==> config.mk <==
export PLATFORM = sky130hd
export DESIGN_NAME = usb_ep0_control_handler_unit
export DESIGN_NICKNAME = d
export VERILOG_FILES = /design/src/uep0_pkg.sv /design/src/uep0_front.sv /design/src/uep0_queue.sv /design/src/uep0_back.sv /design/src/usb_ep0_control_handler_unit.sv
export SDC_FILE = /design/constraint.sdc
export NUM_CORES = 1
export LEC_CHECK = 0
export ABC_AREA = 1
export BUFFER_PORTS_ARGS = -buffer_cell sky130_fd_sc_hd__buf_2
export CAP_MARGIN = 20
export CORE_MARGIN = 2
export CORE_UTILIZATION = 38
export DETAILED_ROUTE_END_ITERATION = 10
export PLACE_DENSITY = 0.55
export SYNTH_ARGS = -nofsm -noshare
export SYNTH_HDL_FRONTEND = slang
export SYNTH_SLANG_ARGS = --single-unit
==> constraint.sdc <==
create_clock -name clk -period 10.43 [get_ports clk]
set_clock_uncertainty 0.2 [all_clocks]
set_input_delay 2.086 -clock clk [delete_from_list [all_inputs] [get_ports clk]]
set_output_delay 2.086 -clock clk [all_outputs]
set_load 0.1 [all_outputs]
==> src/uep0_pkg.sv <==
// ----------------------------------------------------------------------------
// uep0_pkg
// Shared types and codes for the endpoint-zero control engine.
// ----------------------------------------------------------------------------
package uep0_pkg;

	localparam int QUEUE_DEPTH = 2;

	localparam logic [1:0] CMD_SETUP = 2'd0;
	localparam logic [1:0] CMD_IN    = 2'd1;
	localparam logic [1:0] CMD_OUT   = 2'd2;
	localparam logic [1:0] CMD_RESET = 2'd3;

	localparam logic [1:0] HS_NAK   = 2'd0;
	localparam logic [1:0] HS_VALID = 2'd1;
	localparam logic [1:0] HS_STALL = 2'd2;
	localparam logic [1:0] HS_KEEP  = 2'd3;

	localparam logic [1:0] TG_ZERO = 2'd0;
	localparam logic [1:0] TG_ONE  = 2'd1;
	localparam logic [1:0] TG_KEEP = 2'd2;

	localparam logic [2:0] SRC_NONE   = 3'd0;
	localparam logic [2:0] SRC_DEVICE = 3'd1;
	localparam logic [2:0] SRC_CONFIG = 3'd2;
	localparam logic [2:0] SRC_STRING = 3'd3;
	localparam logic [2:0] SRC_CFGVAL = 3'd4;
	localparam logic [2:0] SRC_STATUS = 3'd5;

	localparam logic [7:0] REQ_GET_STATUS     = 8'd0;
	localparam logic [7:0] REQ_CLEAR_FEATURE  = 8'd1;
	localparam logic [7:0] REQ_SET_FEATURE    = 8'd3;
	localparam logic [7:0] REQ_SET_ADDRESS    = 8'd5;
	localparam logic [7:0] REQ_GET_DESCRIPTOR = 8'd6;
	localparam logic [7:0] REQ_SET_DESCRIPTOR = 8'd7;
	localparam logic [7:0] REQ_GET_CONFIG     = 8'd8;
	localparam logic [7:0] REQ_SET_CONFIG     = 8'd9;
	localparam logic [7:0] REQ_GET_INTERFACE  = 8'd10;
	localparam logic [7:0] REQ_SET_INTERFACE  = 8'd11;

	localparam logic [2:0] REG_DEVICE_LEN = 3'd0;
	localparam logic [2:0] REG_CONFIG_LEN = 3'd1;
	localparam logic [2:0] REG_WAKEUP     = 3'd2;
	localparam logic [2:0] REG_MAX_PACKET = 3'd3;
	localparam logic [2:0] REG_STRINGS    = 3'd4;

	// classified event handed from front to back
	typedef struct packed {
		logic [1:0] cmd;
		logic       stall;
		logic [7:0] code;
		logic [2:0] src;
		logic [2:0] str;
		logic [7:0] total;
		logic [6:0] address;
		logic [7:0] cfg_value;
	} event_t;

	typedef struct packed {
		logic [1:0] tx_handshake;
		logic [1:0] rx_handshake;
		logic [1:0] tx_toggle;
		logic [1:0] rx_toggle;
		logic [2:0] data_source;
		logic [2:0] string_select;
		logic [7:0] data_offset;
		logic [6:0] data_count;
		logic       address_write;
		logic [6:0] address_value;
		logic       configured;
		logic [7:0] config_value;
	} result_t;

endpackage

==> src/uep0_front.sv <==
// ----------------------------------------------------------------------------
// uep0_front
// Accepts events and decodes standard requests into classified events.
// ----------------------------------------------------------------------------
module uep0_front (
	input  logic              clk,
	input  logic              arst_n,
	input  logic              in_valid,
	output logic              in_ready,
	input  logic [1:0]        command,
	input  logic [7:0]        request_type,
	input  logic [7:0]        request_code,
	input  logic [7:0]        value_low,
	input  logic [7:0]        value_high,
	input  logic [15:0]       index_word,
	input  logic [15:0]       length_word,
	input  logic [7:0]        device_len,
	input  logic [7:0]        config_len,
	input  logic              wakeup_ok,
	input  logic [47:0]       string_lens,
	output logic              ev_valid,
	input  logic              ev_ready,
	output uep0_pkg::event_t  ev
);
	import uep0_pkg::*;

	event_t ev_s1;
	logic   valid_s1;
	event_t dec;
	logic   feat_ok;
	logic [7:0] ep;
	logic [7:0] len;
	logic [2:0] str;

	assign in_ready = !valid_s1 || ev_ready;
	assign ev_valid = valid_s1;
	assign ev = ev_s1;

	always_comb begin
		ep = index_word[7:0];
		feat_ok = 1'b0;
		if (request_type[4:0] == 5'd0) begin
			feat_ok = (value_low == 8'd1) && wakeup_ok;
		end else if (request_type[4:0] == 5'd2) begin
			feat_ok = ep == 8'h01 || ep == 8'h81 || ep == 8'h02 ||
				ep == 8'h82 || ep == 8'h03 || ep == 8'h83;
		end
		str = (value_low <= 8'd5) ? value_low[2:0] : 3'd3;
		len = 8'd0;
		dec = '0;
		dec.cmd = command;
		dec.code = request_code;
		dec.address = value_low[6:0];
		dec.cfg_value = value_low;
		if (request_type[6:5] != 2'd0) begin
			dec.stall = 1'b1;
		end else begin
			case (request_code)
				REQ_GET_DESCRIPTOR: begin
					if (value_high == 8'd1) begin
						dec.src = SRC_DEVICE;
						len = device_len;
					end else if (value_high == 8'd2) begin
						dec.src = SRC_CONFIG;
						len = config_len;
					end else if (value_high == 8'd3) begin
						dec.src = SRC_STRING;
						dec.str = str;
						len = string_lens[{str, 3'b000} +: 8];
					end else begin
						dec.stall = 1'b1;
					end
				end
				REQ_GET_CONFIG: begin
					dec.src = SRC_CFGVAL;
					len = 8'd1;
				end
				REQ_GET_STATUS: begin
					dec.src = SRC_STATUS;
					len = 8'd2;
				end
				REQ_CLEAR_FEATURE, REQ_SET_FEATURE: dec.stall = !feat_ok;
				REQ_SET_ADDRESS, REQ_SET_CONFIG, REQ_SET_DESCRIPTOR,
				REQ_GET_INTERFACE, REQ_SET_INTERFACE: ;
				default: dec.stall = 1'b1;
			endcase
		end
		dec.total = ({8'd0, len} < length_word) ? len : length_word[7:0];
	end

	always_ff @(posedge clk or negedge arst_n) begin
		if (!arst_n) begin
			valid_s1 <= 1'b0;
		end else if (in_ready) begin
			valid_s1 <= in_valid;
		end
	end

	always_ff @(posedge clk) begin
		if (in_valid && in_ready) begin
			ev_s1 <= dec;
		end
	end

endmodule

==> src/uep0_queue.sv <==
// ----------------------------------------------------------------------------
// uep0_queue
// Small FIFO between the decode front and the execution back.
// ----------------------------------------------------------------------------
module uep0_queue #(
	parameter int DEPTH = uep0_pkg::QUEUE_DEPTH
) (
	input  logic              clk,
	input  logic              arst_n,
	input  logic              wr_valid,
	output logic              wr_ready,
	input  uep0_pkg::event_t  wr_data,
	output logic              rd_valid,
	input  logic              rd_ready,
	output uep0_pkg::event_t  rd_data
);
	import uep0_pkg::*;

	localparam int AW = (DEPTH > 1) ? $clog2(DEPTH) : 1;

	event_t         mem_q [DEPTH];
	logic [AW-1:0]  wp_q;
	logic [AW-1:0]  rp_q;
	logic [AW:0]    cnt_q;
	logic           push;
	logic           pop;

	assign wr_ready = cnt_q != DEPTH[AW:0];
	assign rd_valid = cnt_q != '0;
	assign rd_data = mem_q[rp_q];
	assign push = wr_valid && wr_ready;
	assign pop = rd_valid && rd_ready;

	always_ff @(posedge clk or negedge arst_n) begin
		if (!arst_n) begin
			wp_q <= '0;
			rp_q <= '0;
			cnt_q <= '0;
		end else begin
			if (push) begin
				wp_q <= (wp_q == AW'(DEPTH - 1)) ? '0 : wp_q + 1'b1;
			end
			if (pop) begin
				rp_q <= (rp_q == AW'(DEPTH - 1)) ? '0 : rp_q + 1'b1;
			end
			cnt_q <= cnt_q + {{AW{1'b0}}, push} - {{AW{1'b0}}, pop};
		end
	end

	always_ff @(posedge clk) begin
		if (push) begin
			mem_q[wp_q] <= wr_data;
		end
	end

	a_no_overflow: assert property (@(posedge clk) disable iff (!arst_n)
		cnt_q <= DEPTH[AW:0]) else $error("queue count overflow");
	a_pop_dec: assert property (@(posedge clk) disable iff (!arst_n)
		(pop && !push) |=> cnt_q == $past(cnt_q) - 1'b1) else $error("queue pop count");
	a_push_inc: assert property (@(posedge clk) disable iff (!arst_n)
		(push && !pop) |=> cnt_q == $past(cnt_q) + 1'b1) else $error("queue push count");

endmodule

==> src/uep0_back.sv <==
// ----------------------------------------------------------------------------
// uep0_back
// Executes classified events against the transfer state, registers results.
// ----------------------------------------------------------------------------
module uep0_back (
	input  logic              clk,
	input  logic              arst_n,
	input  logic              ev_valid,
	output logic              ev_ready,
	input  uep0_pkg::event_t  ev,
	input  logic [6:0]        max_packet,
	output logic              res_valid,
	input  logic              res_ready,
	output uep0_pkg::result_t res
);
	import uep0_pkg::*;

	logic [7:0] req_q;
	logic [2:0] src_q;
	logic [2:0] str_q;
	logic [7:0] remain_q;
	logic [7:0] offset_q;
	logic       toggle_q;
	logic [6:0] paddr_q;
	logic [7:0] cfg_q;
	logic       enum_q;
	logic       valid_q;
	result_t    res_q;
	result_t    r;
	logic [7:0] mp;
	logic [7:0] chunk;
	logic       take;

	assign ev_ready = !valid_q || res_ready;
	assign take = ev_valid && ev_ready;
	assign res_valid = valid_q;
	assign res = res_q;

	always_comb begin
		if (max_packet < 7'd8) begin
			mp = 8'd8;
		end else if (max_packet > 7'd64) begin
			mp = 8'd64;
		end else begin
			mp = {1'b0, max_packet};
		end
		if (ev.cmd == CMD_SETUP) begin
			chunk = (ev.total > mp) ? mp : ev.total;
		end else begin
			chunk = (remain_q > mp) ? mp : remain_q;
		end
		r = '0;
		r.tx_handshake = HS_KEEP;
		r.rx_handshake = HS_KEEP;
		r.tx_toggle = TG_KEEP;
		r.rx_toggle = TG_KEEP;
		case (ev.cmd)
			CMD_SETUP: begin
				if (ev.stall) begin
					r.tx_handshake = HS_STALL;
					r.rx_handshake = HS_STALL;
				end else begin
					r.tx_handshake = HS_VALID;
					r.rx_handshake = HS_VALID;
					r.tx_toggle = TG_ONE;
					r.rx_toggle = TG_ONE;
					if (ev.src != SRC_NONE) begin
						r.data_source = ev.src;
						r.string_select = (ev.src == SRC_STRING) ? ev.str : 3'd0;
						r.data_count = chunk[6:0];
					end
				end
			end
			CMD_IN: begin
				if (req_q == REQ_GET_DESCRIPTOR && remain_q != 8'd0) begin
					r.rx_handshake = HS_NAK;
					r.tx_handshake = HS_VALID;
					r.tx_toggle = {1'b0, ~toggle_q};
					if (src_q != SRC_NONE) begin
						r.data_source = src_q;
						r.string_select = (src_q == SRC_STRING) ? str_q : 3'd0;
						r.data_offset = offset_q;
						r.data_count = chunk[6:0];
					end
				end else begin
					if (req_q == REQ_SET_ADDRESS) begin
						r.address_write = 1'b1;
						r.address_value = paddr_q;
					end
					r.rx_handshake = HS_VALID;
					r.tx_handshake = HS_NAK;
					r.rx_toggle = TG_ONE;
				end
			end
			CMD_OUT: begin
				r.tx_handshake = HS_VALID;
				r.rx_handshake = HS_VALID;
				r.tx_toggle = TG_ONE;
				r.rx_toggle = TG_ONE;
			end
			default: begin
				r.address_write = 1'b1;
				r.tx_handshake = HS_NAK;
				r.rx_handshake = HS_VALID;
				r.tx_toggle = TG_ZERO;
				r.rx_toggle = TG_ZERO;
			end
		endcase
		r.configured = enum_q;
		r.config_value = cfg_q;
		if (ev.cmd == CMD_SETUP && !ev.stall && ev.code == REQ_SET_CONFIG) begin
			r.configured = 1'b1;
			r.config_value = ev.cfg_value;
		end
		if (ev.cmd == CMD_RESET) begin
			r.configured = 1'b0;
			r.config_value = 8'd0;
		end
	end

	always_ff @(posedge clk or negedge arst_n) begin
		if (!arst_n) begin
			req_q <= '0;
			src_q <= '0;
			str_q <= '0;
			remain_q <= '0;
			offset_q <= '0;
			toggle_q <= 1'b1;
			paddr_q <= '0;
			cfg_q <= '0;
			enum_q <= 1'b0;
			valid_q <= 1'b0;
		end else begin
			if (res_ready || !valid_q) begin
				valid_q <= ev_valid;
			end
			if (take) begin
				case (ev.cmd)
					CMD_SETUP: begin
						toggle_q <= 1'b1;
						req_q <= ev.code;
						if (ev.stall) begin
							src_q <= '0;
							str_q <= '0;
							remain_q <= '0;
							offset_q <= '0;
						end else begin
							src_q <= ev.src;
							str_q <= ev.str;
							remain_q <= ev.total - chunk;
							offset_q <= chunk;
							if (ev.code == REQ_SET_ADDRESS) begin
								paddr_q <= ev.address;
							end
							if (ev.code == REQ_SET_CONFIG) begin
								cfg_q <= ev.cfg_value;
								enum_q <= 1'b1;
							end
						end
					end
					CMD_IN: begin
						if (req_q == REQ_GET_DESCRIPTOR && remain_q != 8'd0) begin
							toggle_q <= ~toggle_q;
							offset_q <= offset_q + chunk;
							remain_q <= remain_q - chunk;
						end else if (req_q == REQ_SET_ADDRESS) begin
							paddr_q <= '0;
						end
					end
					CMD_OUT: ;
					default: begin
						req_q <= '0;
						src_q <= '0;
						str_q <= '0;
						remain_q <= '0;
						offset_q <= '0;
						toggle_q <= 1'b1;
						paddr_q <= '0;
						cfg_q <= '0;
						enum_q <= 1'b0;
					end
				endcase
			end
		end
	end

	always_ff @(posedge clk) begin
		if (take) begin
			res_q <= r;
		end
	end

	a_chunk_max: assert property (@(posedge clk) disable iff (!arst_n)
		res_valid |-> res.data_count <= 7'd64) else $error("chunk exceeds packet");
	a_addr_zero: assert property (@(posedge clk) disable iff (!arst_n)
		(res_valid && !res.address_write) |-> res.address_value == 7'd0)
		else $error("address value without write");
	a_reset_clear: assert property (@(posedge clk) disable iff (!arst_n)
		(take && ev.cmd == CMD_RESET) |=> (!enum_q && remain_q == 8'd0))
		else $error("bus reset left state");

endmodule

==> src/usb_ep0_control_handler_unit.sv <==
// ----------------------------------------------------------------------------
// usb_ep0_control_handler_unit
// Endpoint-zero control engine, top level.
// ----------------------------------------------------------------------------
// Each accepted event (setup, IN done, OUT done, bus reset) yields one result
// giving handshake states, toggles and the next data chunk. An event passes a
// decode register, a two-entry queue and an execute register before its
// result appears; one event per cycle is sustained while the output is taken.
// Configuration writes take effect at once and should be made while no event
// is in flight.
module usb_ep0_control_handler_unit #(
	parameter int QUEUE_DEPTH = uep0_pkg::QUEUE_DEPTH
) (
	input  logic        clk,
	input  logic        arst_n,
	input  logic        cfg_we,
	input  logic [2:0]  cfg_index,
	input  logic [47:0] cfg_data,
	input  logic        in_valid,
	output logic        in_ready,
	input  logic [1:0]  command,
	input  logic [7:0]  request_type,
	input  logic [7:0]  request_code,
	input  logic [7:0]  value_low,
	input  logic [7:0]  value_high,
	input  logic [15:0] index_word,
	input  logic [15:0] length_word,
	output logic        out_valid,
	input  logic        out_ready,
	output logic [1:0]  tx_handshake,
	output logic [1:0]  rx_handshake,
	output logic [1:0]  tx_toggle,
	output logic [1:0]  rx_toggle,
	output logic [2:0]  data_source,
	output logic [2:0]  string_select,
	output logic [7:0]  data_offset,
	output logic [6:0]  data_count,
	output logic        address_write,
	output logic [6:0]  address_value,
	output logic        configured,
	output logic [7:0]  config_value
);
	import uep0_pkg::*;

	logic [7:0]  dev_len_q;
	logic [7:0]  cfg_len_q;
	logic        wakeup_q;
	logic [6:0]  max_pkt_q;
	logic [47:0] str_len_q;
	event_t      f_ev;
	logic        f_valid;
	logic        f_ready;
	event_t      q_ev;
	logic        q_valid;
	logic        q_ready;
	result_t     res;

	always_ff @(posedge clk or negedge arst_n) begin
		if (!arst_n) begin
			dev_len_q <= 8'd18;
			cfg_len_q <= 8'd32;
			wakeup_q <= 1'b0;
			max_pkt_q <= 7'd64;
			str_len_q <= '0;
		end else if (cfg_we) begin
			case (cfg_index)
				REG_DEVICE_LEN: dev_len_q <= cfg_data[7:0];
				REG_CONFIG_LEN: cfg_len_q <= cfg_data[7:0];
				REG_WAKEUP:     wakeup_q <= cfg_data[0];
				REG_MAX_PACKET: max_pkt_q <= cfg_data[6:0];
				REG_STRINGS:    str_len_q <= cfg_data;
				default: ;
			endcase
		end
	end

	uep0_front u_front (
		.clk(clk), .arst_n(arst_n),
		.in_valid(in_valid), .in_ready(in_ready),
		.command(command), .request_type(request_type),
		.request_code(request_code), .value_low(value_low),
		.value_high(value_high), .index_word(index_word),
		.length_word(length_word),
		.device_len(dev_len_q), .config_len(cfg_len_q),
		.wakeup_ok(wakeup_q), .string_lens(str_len_q),
		.ev_valid(f_valid), .ev_ready(f_ready), .ev(f_ev)
	);

	uep0_queue #(.DEPTH(QUEUE_DEPTH)) u_queue (
		.clk(clk), .arst_n(arst_n),
		.wr_valid(f_valid), .wr_ready(f_ready), .wr_data(f_ev),
		.rd_valid(q_valid), .rd_ready(q_ready), .rd_data(q_ev)
	);

	uep0_back u_back (
		.clk(clk), .arst_n(arst_n),
		.ev_valid(q_valid), .ev_ready(q_ready), .ev(q_ev),
		.max_packet(max_pkt_q),
		.res_valid(out_valid), .res_ready(out_ready), .res(res)
	);

	assign tx_handshake = res.tx_handshake;
	assign rx_handshake = res.rx_handshake;
	assign tx_toggle = res.tx_toggle;
	assign rx_toggle = res.rx_toggle;
	assign data_source = res.data_source;
	assign string_select = res.string_select;
	assign data_offset = res.data_offset;
	assign data_count = res.data_count;
	assign address_write = res.address_write;
	assign address_value = res.address_value;
	assign configured = res.configured;
	assign config_value = res.config_value;

endmodule
==> results of run 1 <==
[cell type report]
class / instances / area [µm²] / share of cell area
Timing Repair Buffer: 168 / 865.8 / 0.05705
Antenna cell: 2 / 5.005 / 0.0003298
Sequential cell: 269 / 7458 / 0.4914
Clock buffer: 39 / 815.8 / 0.05375
Clock inverter: 17 / 195.2 / 0.01286
Tap cell: 448 / 560.5 / 0.03693
Inverter: 133 / 499.2 / 0.03289
Multi-Input combinational cell: 805 / 4777 / 0.3148
[worst paths after layout]
check,end,slack (ns),depth (start not counted)
worst max-delay path,u_back.res[1],5.18,11
worst min-delay path,u_queue.mem_q[1][12],0.24,0
worst max register to register,u_back.res[1],5.18,11
worst min register to register,u_queue.mem_q[1][12],0.24,0
max in group asynchronous,max_pkt_q[0],7.14,2
min in group asynchronous,u_back.offset_q[1],1.38,1
[Yosys cell counts (all sizes together) (18+ instances only)]
cell,count,share of area
nand2,247,0.074
edfxtp,144,0.33
inv,129,0.038
dfrtp,120,0.23
o21ai,114,0.044
nor2,93,0.030
a21oi,63,0.026
nand3,52,0.020
ha,50,0.048
mux2,47,0.041
clkbuf,22,0.0064
nand4,20,0.0097
o22ai,19,0.0092
buf,18,0.0087
mux2i,18,0.014
[sequential cells by signal (all words and copies together) (netlist names), 2 cells and up]
signal,count
u_queue.mem_q,66
u_back.str_q,3
u_back.cfg_q,8
u_back.req_q,8
u_queue.cnt_q,2
u_back.res,45
u_front.ev,33
u_back.offset_q,8
u_back.paddr_q,7
cfg_len_q,8
max_pkt_q,7
u_back.remain_q,8
str_len_q,48
dev_len_q,8
u_back.src_q,3
[routing by layer]
layer,vias to the layer above,part of all wire,track usage
met3,43,0.047,0.02626
met1,4280,0.48,0.2416
met4,2,0.025,0.05048
met5,-,0.00044,0
met2,221,0.45,0.2657
li1,4620,-,-
[power groups by stage]
stage               sequential [mW]  clock, mW  combinational (mW)
global placement               1.62          0                2.27
detailed placement             1.63          0                2.30
global route                   1.64       1.14                2.55
finish                         1.61       1.07                2.29
CTS                            1.61       1.09                2.31
floorplan                      2.19          0                1.24
[kinds of logic (layout without fill, tap and decap cells)]
logic type / Yosys count / count (layout) / synth area share
AO/OA/AOI/OAI: 229 / 229 / 0.1002
XOR/XNOR: 7 / 7 / 0.004750
buffers and inverters: 173 / 357 / 0.05380
flip-flops: 269 / 269 / 0.5778
other: 0 / 2 / 0
multiplexers: 65 / 65 / 0.05496
AND/OR/NAND/NOR: 451 / 451 / 0.1554
adder cells (fa/ha/maj): 53 / 53 / 0.05312
[critical path: cells and delay by family (launching register included)]
kind | cells | cell delay [ns]
buffers and inverters | 4 | 1.84
AO/OA/AOI/OAI | 3 | 0.49
flip-flops | 1 | 0.32
AND/OR/NAND/NOR | 3 | 1.84
adder cells (fa/ha/maj) | 1 | 0.27
[stage by stage]
step	hold slack (ns)	setup WS, ns	power [mW]
after CTS	0.2461	5.078	5.013
after global routing	0.2513	4.766	5.327
after floorplan	0.2215	4.326	3.435
final	0.2430	5.180	4.967
after global placement	0.2238	4.779	3.886
after detailed placement	0.2311	4.699	3.929
==> impl_metrics.yaml, run 1 <==
placement:
  portBuffers: 159
  place_inst: 1823
  dpl.hpwl_um: 21480
  place_congestion: 0.8531
  placed_cell_area_um2: 14160
cts:
  cts_num_sinks: 269
  clkTransAtPathRegs_ns: 0.06
  htreeDepth: 1
  cts_tree: "built"
  cts-root-buf: "clkbuf_16"
  cts_hold_buf: 0
  cts_setup_buffers: 0
  clk_path_buf_depth: 3
  clk_latency_ns: 0.54
  cts_made_buffers: 30
  ctsResizeCount: 0
logic_synthesis:
  syn_area_per_cell_um2: 10.35
  syn-cell-area_um2: 12910
  ys_types: 58
  synthArstFlopShare: 0.4647
  synth-seq-cells: 269
  synth-edff-count: 144
  synth_sequential_area_ratio: 0.5778
  synthCells: 1247
  ys_warn_count: 0
  syn-num-nets: 1422
  synth_ff_type: "edfxtp_1"
power_and_ir_drop:
  intPower_mw: 2.743
  p_sw_frac: 0.4477
  clock_power_share: 0.215
  peakVddDrop_mv: 0.2274
  combPwrFrac: 0.461
  switching_power_mw: 2.224
  p_leak_nw: 6.707
  powerDensity_nw_per_um2: 327.2
  seqPwrFrac: 0.324
critical_path:
  r2r_start: "u_queue.rp_q"
  cp_cell_sequence: "buf_4, inv_2, or2_2, o21ai_0, ha_1, clkinv_1, nor2_1, inv_1, nor2_4, a21oi_1, o21a_1"
  end_kind: "flop"
  crit_slowest_cell: "nor2_1"
  cp_max_fo: 36
  startpoint: "u_queue.rp_q"
  worstPathRequired_ns: 10.52
  arrival_ns: 5.34
  path_class: "reg -> reg"
  critPathLaunchType: "flop"
  slowest_delay_ns: 1.01
floorplan:
  die_h_um: 188.3
  dieArea_um2: 35460
  die_w_um: 188.3
  io_pins: 170
  core_um2: 33530
  initial_utilization: 0.3850
  rows: 67
timing:
  period_minus_slack_ns: 5.250
  hold_violations: 0
  period_share: 0.5033
  worstMarginPinSlew_ns: 1.009
  max_freq_mhz: 190.5
  max_slew_margin: 0.3250
  slew_viol_final: 0
  finalSetupTns_ns: 0
  rsz0062_at_grt: "no"
  setup_viol: 0
run_status:
  status: "finished, final reports clean"
routing:
  ant_nets: 0
  drc: 0
  vias: 9166
  first_pass_iters: 4
  drtIter0Drc: 576
  wl_um: 29810
  wire_per_inst_um: 15.85
  vias_per_cell: 4.873
grt:
  antenna_found_initial: 4
  grt_pass1_vias: 8954
  grt_use_total: 0.1689
  grt_max_degree: 73
  grt_pass1_wl_um: 48010
  grt_remaining_overflow: 0
final_layout:
  final_layout_size_suffix_gt1_frac: 0.2131
  layout_commonest_cell: "nand2_1"
  fin_cells: 1881
  syn2layout_area_growth_pct: 17.57
  fill_cells: 3243
  final_cell_mix: "nand2_1 (242), buf_2 (158), edfxtp_1 (144)"
  final_area_um2: 15180
  fin_nets: 1582
  final_core_util: 0.4526
worst_hold_path:
  hold_path_class: "reg -> reg"
  min_from: "u_front.ev[4]"
run:
  maxCapViolCount: 0
Power figures use the tool's default switching activity.
==> run 2: changes to the inputs <==
Settings changed: PLACE_DENSITY 0.55 to 0.58.
Clock period 10.43 ns to 4.2 ns, I/O delays scaled along.
==> impl_metrics.yaml, run 2 (synthesized netlist as in run 1, its figures left out) <==
run_status:
  status: "finished with violations"
  violations: "negative setup slack"
timing:
  hold_violations: 0
  slew_viol_final: 0
  rsz0062_at_grt: "yes"
  fin_ws_ns: -0.1898
  hold-worst-slack_ns: 0.1272
  max_slew_margin: 0.4569
  setup_viol: 5
  worstMarginPinSlew_ns: 0.8137
  period_minus_slack_ns: 4.390
  period_share: 1.045
  max_freq_mhz: 227.8
cts:
  clk_latency_ns: 0.55
  cts_hold_buf: 0
  cts_made_buffers: 30
  clkTransAtPathRegs_ns: 0.06
  htreeDepth: 1
  cts_num_sinks: 269
  cts_tree: "built"
  clk_path_buf_depth: 3
  cts-root-buf: "clkbuf_16"
grt:
  grt_use_total: 0.1773
  antenna_found_initial: 1
  grt_pass1_vias: 9667
  grt_pass1_wl_um: 50820
  grt_max_degree: 50
  grt_remaining_overflow: 0
final_layout:
  final_cell_mix: "nand2_1 (221), buf_2 (158), edfxtp_1 (144)"
  diodes: 0
  final_area_um2: 16540
  final_core_util: 0.4934
  largest_reg_flops: 66
  final_layout_size_suffix_gt1_frac: 0.3228
  layout_commonest_cell: "nand2_1"
  reg.largest.list: "u_queue.mem_q: 66 flops, str_len_q: 48 flops, u_back.res: 45 flops"
  syn2layout_area_growth_pct: 28.16
  top_register: "u_queue.mem_q"
  fin_nets: 1709
  fin_cells: 2006
power_and_ir_drop:
  powerDensity_nw_per_um2: 858.6
  p_total_mw: 14.20
  peakVddDrop_mv: 0.6127
  p_leak_nw: 7.375
  seqPwrFrac: 0.282
  combPwrFrac: 0.524
  intPower_mw: 8.058
  switching_power_mw: 6.147
  p_sw_frac: 0.4327
  clock_power_share: 0.194
floorplan:
  die_w_um: 188.3
  rows: 67
  core_um2: 33530
  initial_utilization: 0.3850
  die_h_um: 188.3
  dieArea_um2: 35460
  io_pins: 170
critical_path:
  r2r_start: "max_pkt_q[4]"
  critPathLaunchType: "flop"
  timing.rr.end: "u_back.remain_q[7]"
  r2r_slack_ns: -0.19
  crit_slowest_cell: "dfrtp_1"
  worstPathRequired_ns: 4.43
  end_kind: "flop"
  cp_common_cell: "nand2_2"
  reg2reg_depth: 32
  slowest_delay_ns: 0.39
  cp_max_fo: 7
  arrival_ns: 4.62
  path_class: "reg -> reg"
worst_hold_path:
  hold_path_class: "in -> async"
routing:
  wire_per_inst_um: 15.61
  wl_um: 31320
  drtIter0Drc: 615
  vias: 9814
  vias_per_cell: 4.892
  drc: 0
  ant_nets: 0
  first_pass_iters: 5
placement:
  portBuffers: 159
  place_inst: 1913
  dpl.hpwl_um: 22680
  placed_cell_area_um2: 14850
  place_congestion: 0.8723
run:
  maxCapViolCount: 0
run 2: how the worst max path moves through the flow:
stage | start | end | slack, ns | depth (start not counted)
3_3_place_gp | max_pkt_q[5] | u_back.remain_q[7] | -0.27 | 32
3_5_place_dp | max_pkt_q[5] | u_back.remain_q[7] | -0.37 | 32
6_report | max_pkt_q[4] | u_back.remain_q[7] | -0.19 | 32
5_1_grt | max_pkt_q[4] | u_back.remain_q[7] | -0.49 | 32
4_1_cts | max_pkt_q[5] | u_back.remain_q[6] | -0.03 | 29
2_1_floorplan | u_queue.rp_q | u_back.remain_q[7] | 0.02 | 32
run 2: per-layer routing:
layer | track usage | wire, µm
met1 | 0.2451 | 14510
met2 | 0.2928 | 14560
met3 | 0.02608 | 1489
met4 | 0.04778 | 740
met5 | 0 | 13
run 2: metrics by stage:
stage | TNS [ns] | setup WS [ns]
2_1_floorplan | 0 | 0.02063
4_1_cts | -0.05522 | -0.03234
3_3_place_gp | -0.8816 | -0.2685
5_1_grt | -2.699 | -0.4877
3_5_place_dp | -1.714 | -0.3676
6_report | -0.6652 | -0.1898
run 2: cell type report:
cell class | count | area [µm²]
Fill cell | 3146 | 16990
Timing Repair Buffer | 295 | 1839
Multi-Input combinational cell | 805 | 5134
Clock inverter | 17 | 239.0
Clock buffer | 39 | 805.8
Tap cell | 448 | 560.5
Inverter | 133 | 506.7
Sequential cell | 269 | 7458
run 2: power groups by stage:
stage | Clock, mW | Sequential (mW) | Combinational (mW)
after detailed placement | 0 | 4.06 | 6.42
after floorplan | 0 | 5.44 | 3.09
after CTS | 2.81 | 4.01 | 6.84
after global placement | 0 | 4.03 | 6.29
after global routing | 2.92 | 4.10 | 8.13
final | 2.75 | 4.01 | 7.44
run 2: critical path, delay by kind of cell (launching register included):
| kind | cells | cell delay (ns) |
|---|---|---|
| fa+ha+maj | 2 | 0.55 |
| compound gates | 4 | 0.26 |
| buf+inv | 2 | 0.16 |
| flops | 1 | 0.39 |
| simple gates | 24 | 2.71 |
run 2: what timing repair did:
action	4_1_cts	5_1_grt
gates resized for setup	45	56
pin swaps	22	40
hold endpoints to repair	0	0
buffers inserted	28	10
setup endpoints to repair	7	9
==> run 3: changes to the inputs <==
Settings changed: CORE_MARGIN 2 to default, CTS_BUF_LIST from default to sky130_fd_sc_hd__clkbuf_8.
==> impl_metrics.yaml, run 3 (synthesized netlist as in run 1, its figures left out) <==
run_status:
  status: "finished with violations"
  violations: "negative setup slack"
critical_path:
  end_kind: "flop"
  startpoint: "max_pkt_q[3]"
  slowest_delay_ns: 0.35
  path_class: "reg -> reg"
  r2r_slack_ns: -0.09
  critical-path-top-delay-family: "compound AO/OA/AOI/OAI gates"
  critical_path_buf_inv_count: 7
  worstPathRequired_ns: 4.49
  arrival_ns: 4.58
  crit_slowest_cell: "dfrtp_1"
  critPathLaunchType: "flop"
  cp_max_fo: 5
  r2r_start: "max_pkt_q[3]"
placement:
  dpl.hpwl_um: 22500
  place_ws_ns: -0.4227
  place_inst: 1899
  place_congestion: 0.9072
  portBuffers: 159
  placed_cell_area_um2: 14740
cts:
  clk_latency_ns: 0.56
  clkTransAtPathRegs_ns: 0.06
  cts_made_buffers: 45
  cts-root-buf: "clkbuf_8"
  cts_num_sinks: 269
  cts_hold_buf: 0
  clk_path_buf_depth: 3
  cts_tree: "built"
  htreeDepth: 2
routing:
  drtIter0Drc: 608
  vias: 9783
  drc: 0
  first_pass_iters: 5
  vias_per_cell: 4.850
  ant_nets: 0
  wire_per_inst_um: 15.54
  wl_um: 31350
floorplan:
  die_h_um: 186.3
  dieArea_um2: 34710
  initial_utilization: 0.3859
  die_w_um: 186.3
  core_um2: 33450
  io_pins: 170
  rows: 67
power_and_ir_drop:
  p_total_mw: 13.53
  p_leak_nw: 7.275
  powerDensity_nw_per_um2: 837.2
  peakVddDrop_mv: 0.5510
final_layout:
  fin_cells: 2017
  final_layout_size_suffix_gt1_frac: 0.3072
  top_register: "u_queue.mem_q"
  layout_commonest_cell: "nand2_1"
  largest_reg_flops: 66
  final_area_um2: 16160
  fin_nets: 1707
  final_cell_mix: "nand2_1 (234), buf_2 (158), edfxtp_1 (144)"
  syn2layout_area_growth_pct: 25.15
  final_core_util: 0.4830
  reg.largest.list: "u_queue.mem_q: 66 flops, str_len_q: 48 flops, u_back.res: 45 flops"
  fill_cells: 3135
timing:
  max_slew_margin: 0.4428
  hold_violations: 0
  setup_viol: 4
  period_share: 1.021
  slew_viol_final: 0
  worstMarginPinSlew_ns: 0.8357
  rsz0062_at_grt: "yes"
  max_freq_mhz: 233.3
  finalSetupTns_ns: -0.1798
  period_minus_slack_ns: 4.286
  hold-worst-slack_ns: 0.1467
  fin_ws_ns: -0.08622
run:
  maxCapViolCount: 0
worst_hold_path:
  hold_path_class: "in -> async"
grt:
  grt_pass1_vias: 9715
  grt_pass1_wl_um: 50150
  grt_max_degree: 61
  grt_remaining_overflow: 0
  grt_use_total: 0.1796
  antenna_found_initial: 4
-- run 3: cell types whose count changed in the layout (fill, tap and decap cells not counted), moves of 5 or more --
cell / previous run / this run
clkbuf_8: 0 / 48
nand2_2: 20 / 10
inv_1: 117 / 139
nand2_1: 221 / 234
clkbuf_1: 8 / 0
buf_4: 134 / 107
bufinv_16: 6 / 1
clkbuf_16: 31 / 0
buf_6: 2 / 12
-- run 3: power by group --
| group | switching, mW | internal [mW] | total, mW |
|---|---|---|---|
| combinational | 4.74 | 2.63 | 7.37 |
| sequential | 0.300 | 3.71 | 4.01 |
| clock | 1.03 | 1.12 | 2.15 |
-- run 3: path summary, 6_finish.rpt --
path	to	cells after the start
max in group asynchronous	str_len_q[27]	2
worst min-delay path	u_back.remain_q[1]	1
worst min register to register	u_queue.mem_q[1][37]	0
worst max register to register	u_back.offset_q[7]	30
worst max-delay path	u_back.offset_q[7]	30
min in group clk	u_queue.mem_q[1][37]	0
-- run 3: what timing repair did --
action | CTS | global route
endpoints found under the hold margin | 0 | 0
resized for setup | 29 | 63
pin swaps | 12 | 24
setup buffers | 25 | 9
endpoints found under the setup margin | 8 | 11
-- run 3: metal layers --
metal,GRT usage,vias up,part of all wire
li1,-,4874,-
met1,0.2407,4574,0.45
met2,0.2898,267,0.46
met3,0.03498,66,0.054
met4,0.06453,2,0.029
met5,0,-,0.00035
-- run 3: layout make-up --
class	count	area, µm²	share of cell area
multi-input combinational	805	5054	0.3128
inverter	133	499.2	0.03090
sequential	269	7458	0.4617
clock inverter	33	166.4	0.01030
antenna	3	7.507	0.0004647
clock buffer	48	660.6	0.04089
tap	448	560.5	0.03470
timing repair buffer	278	1749	0.1083
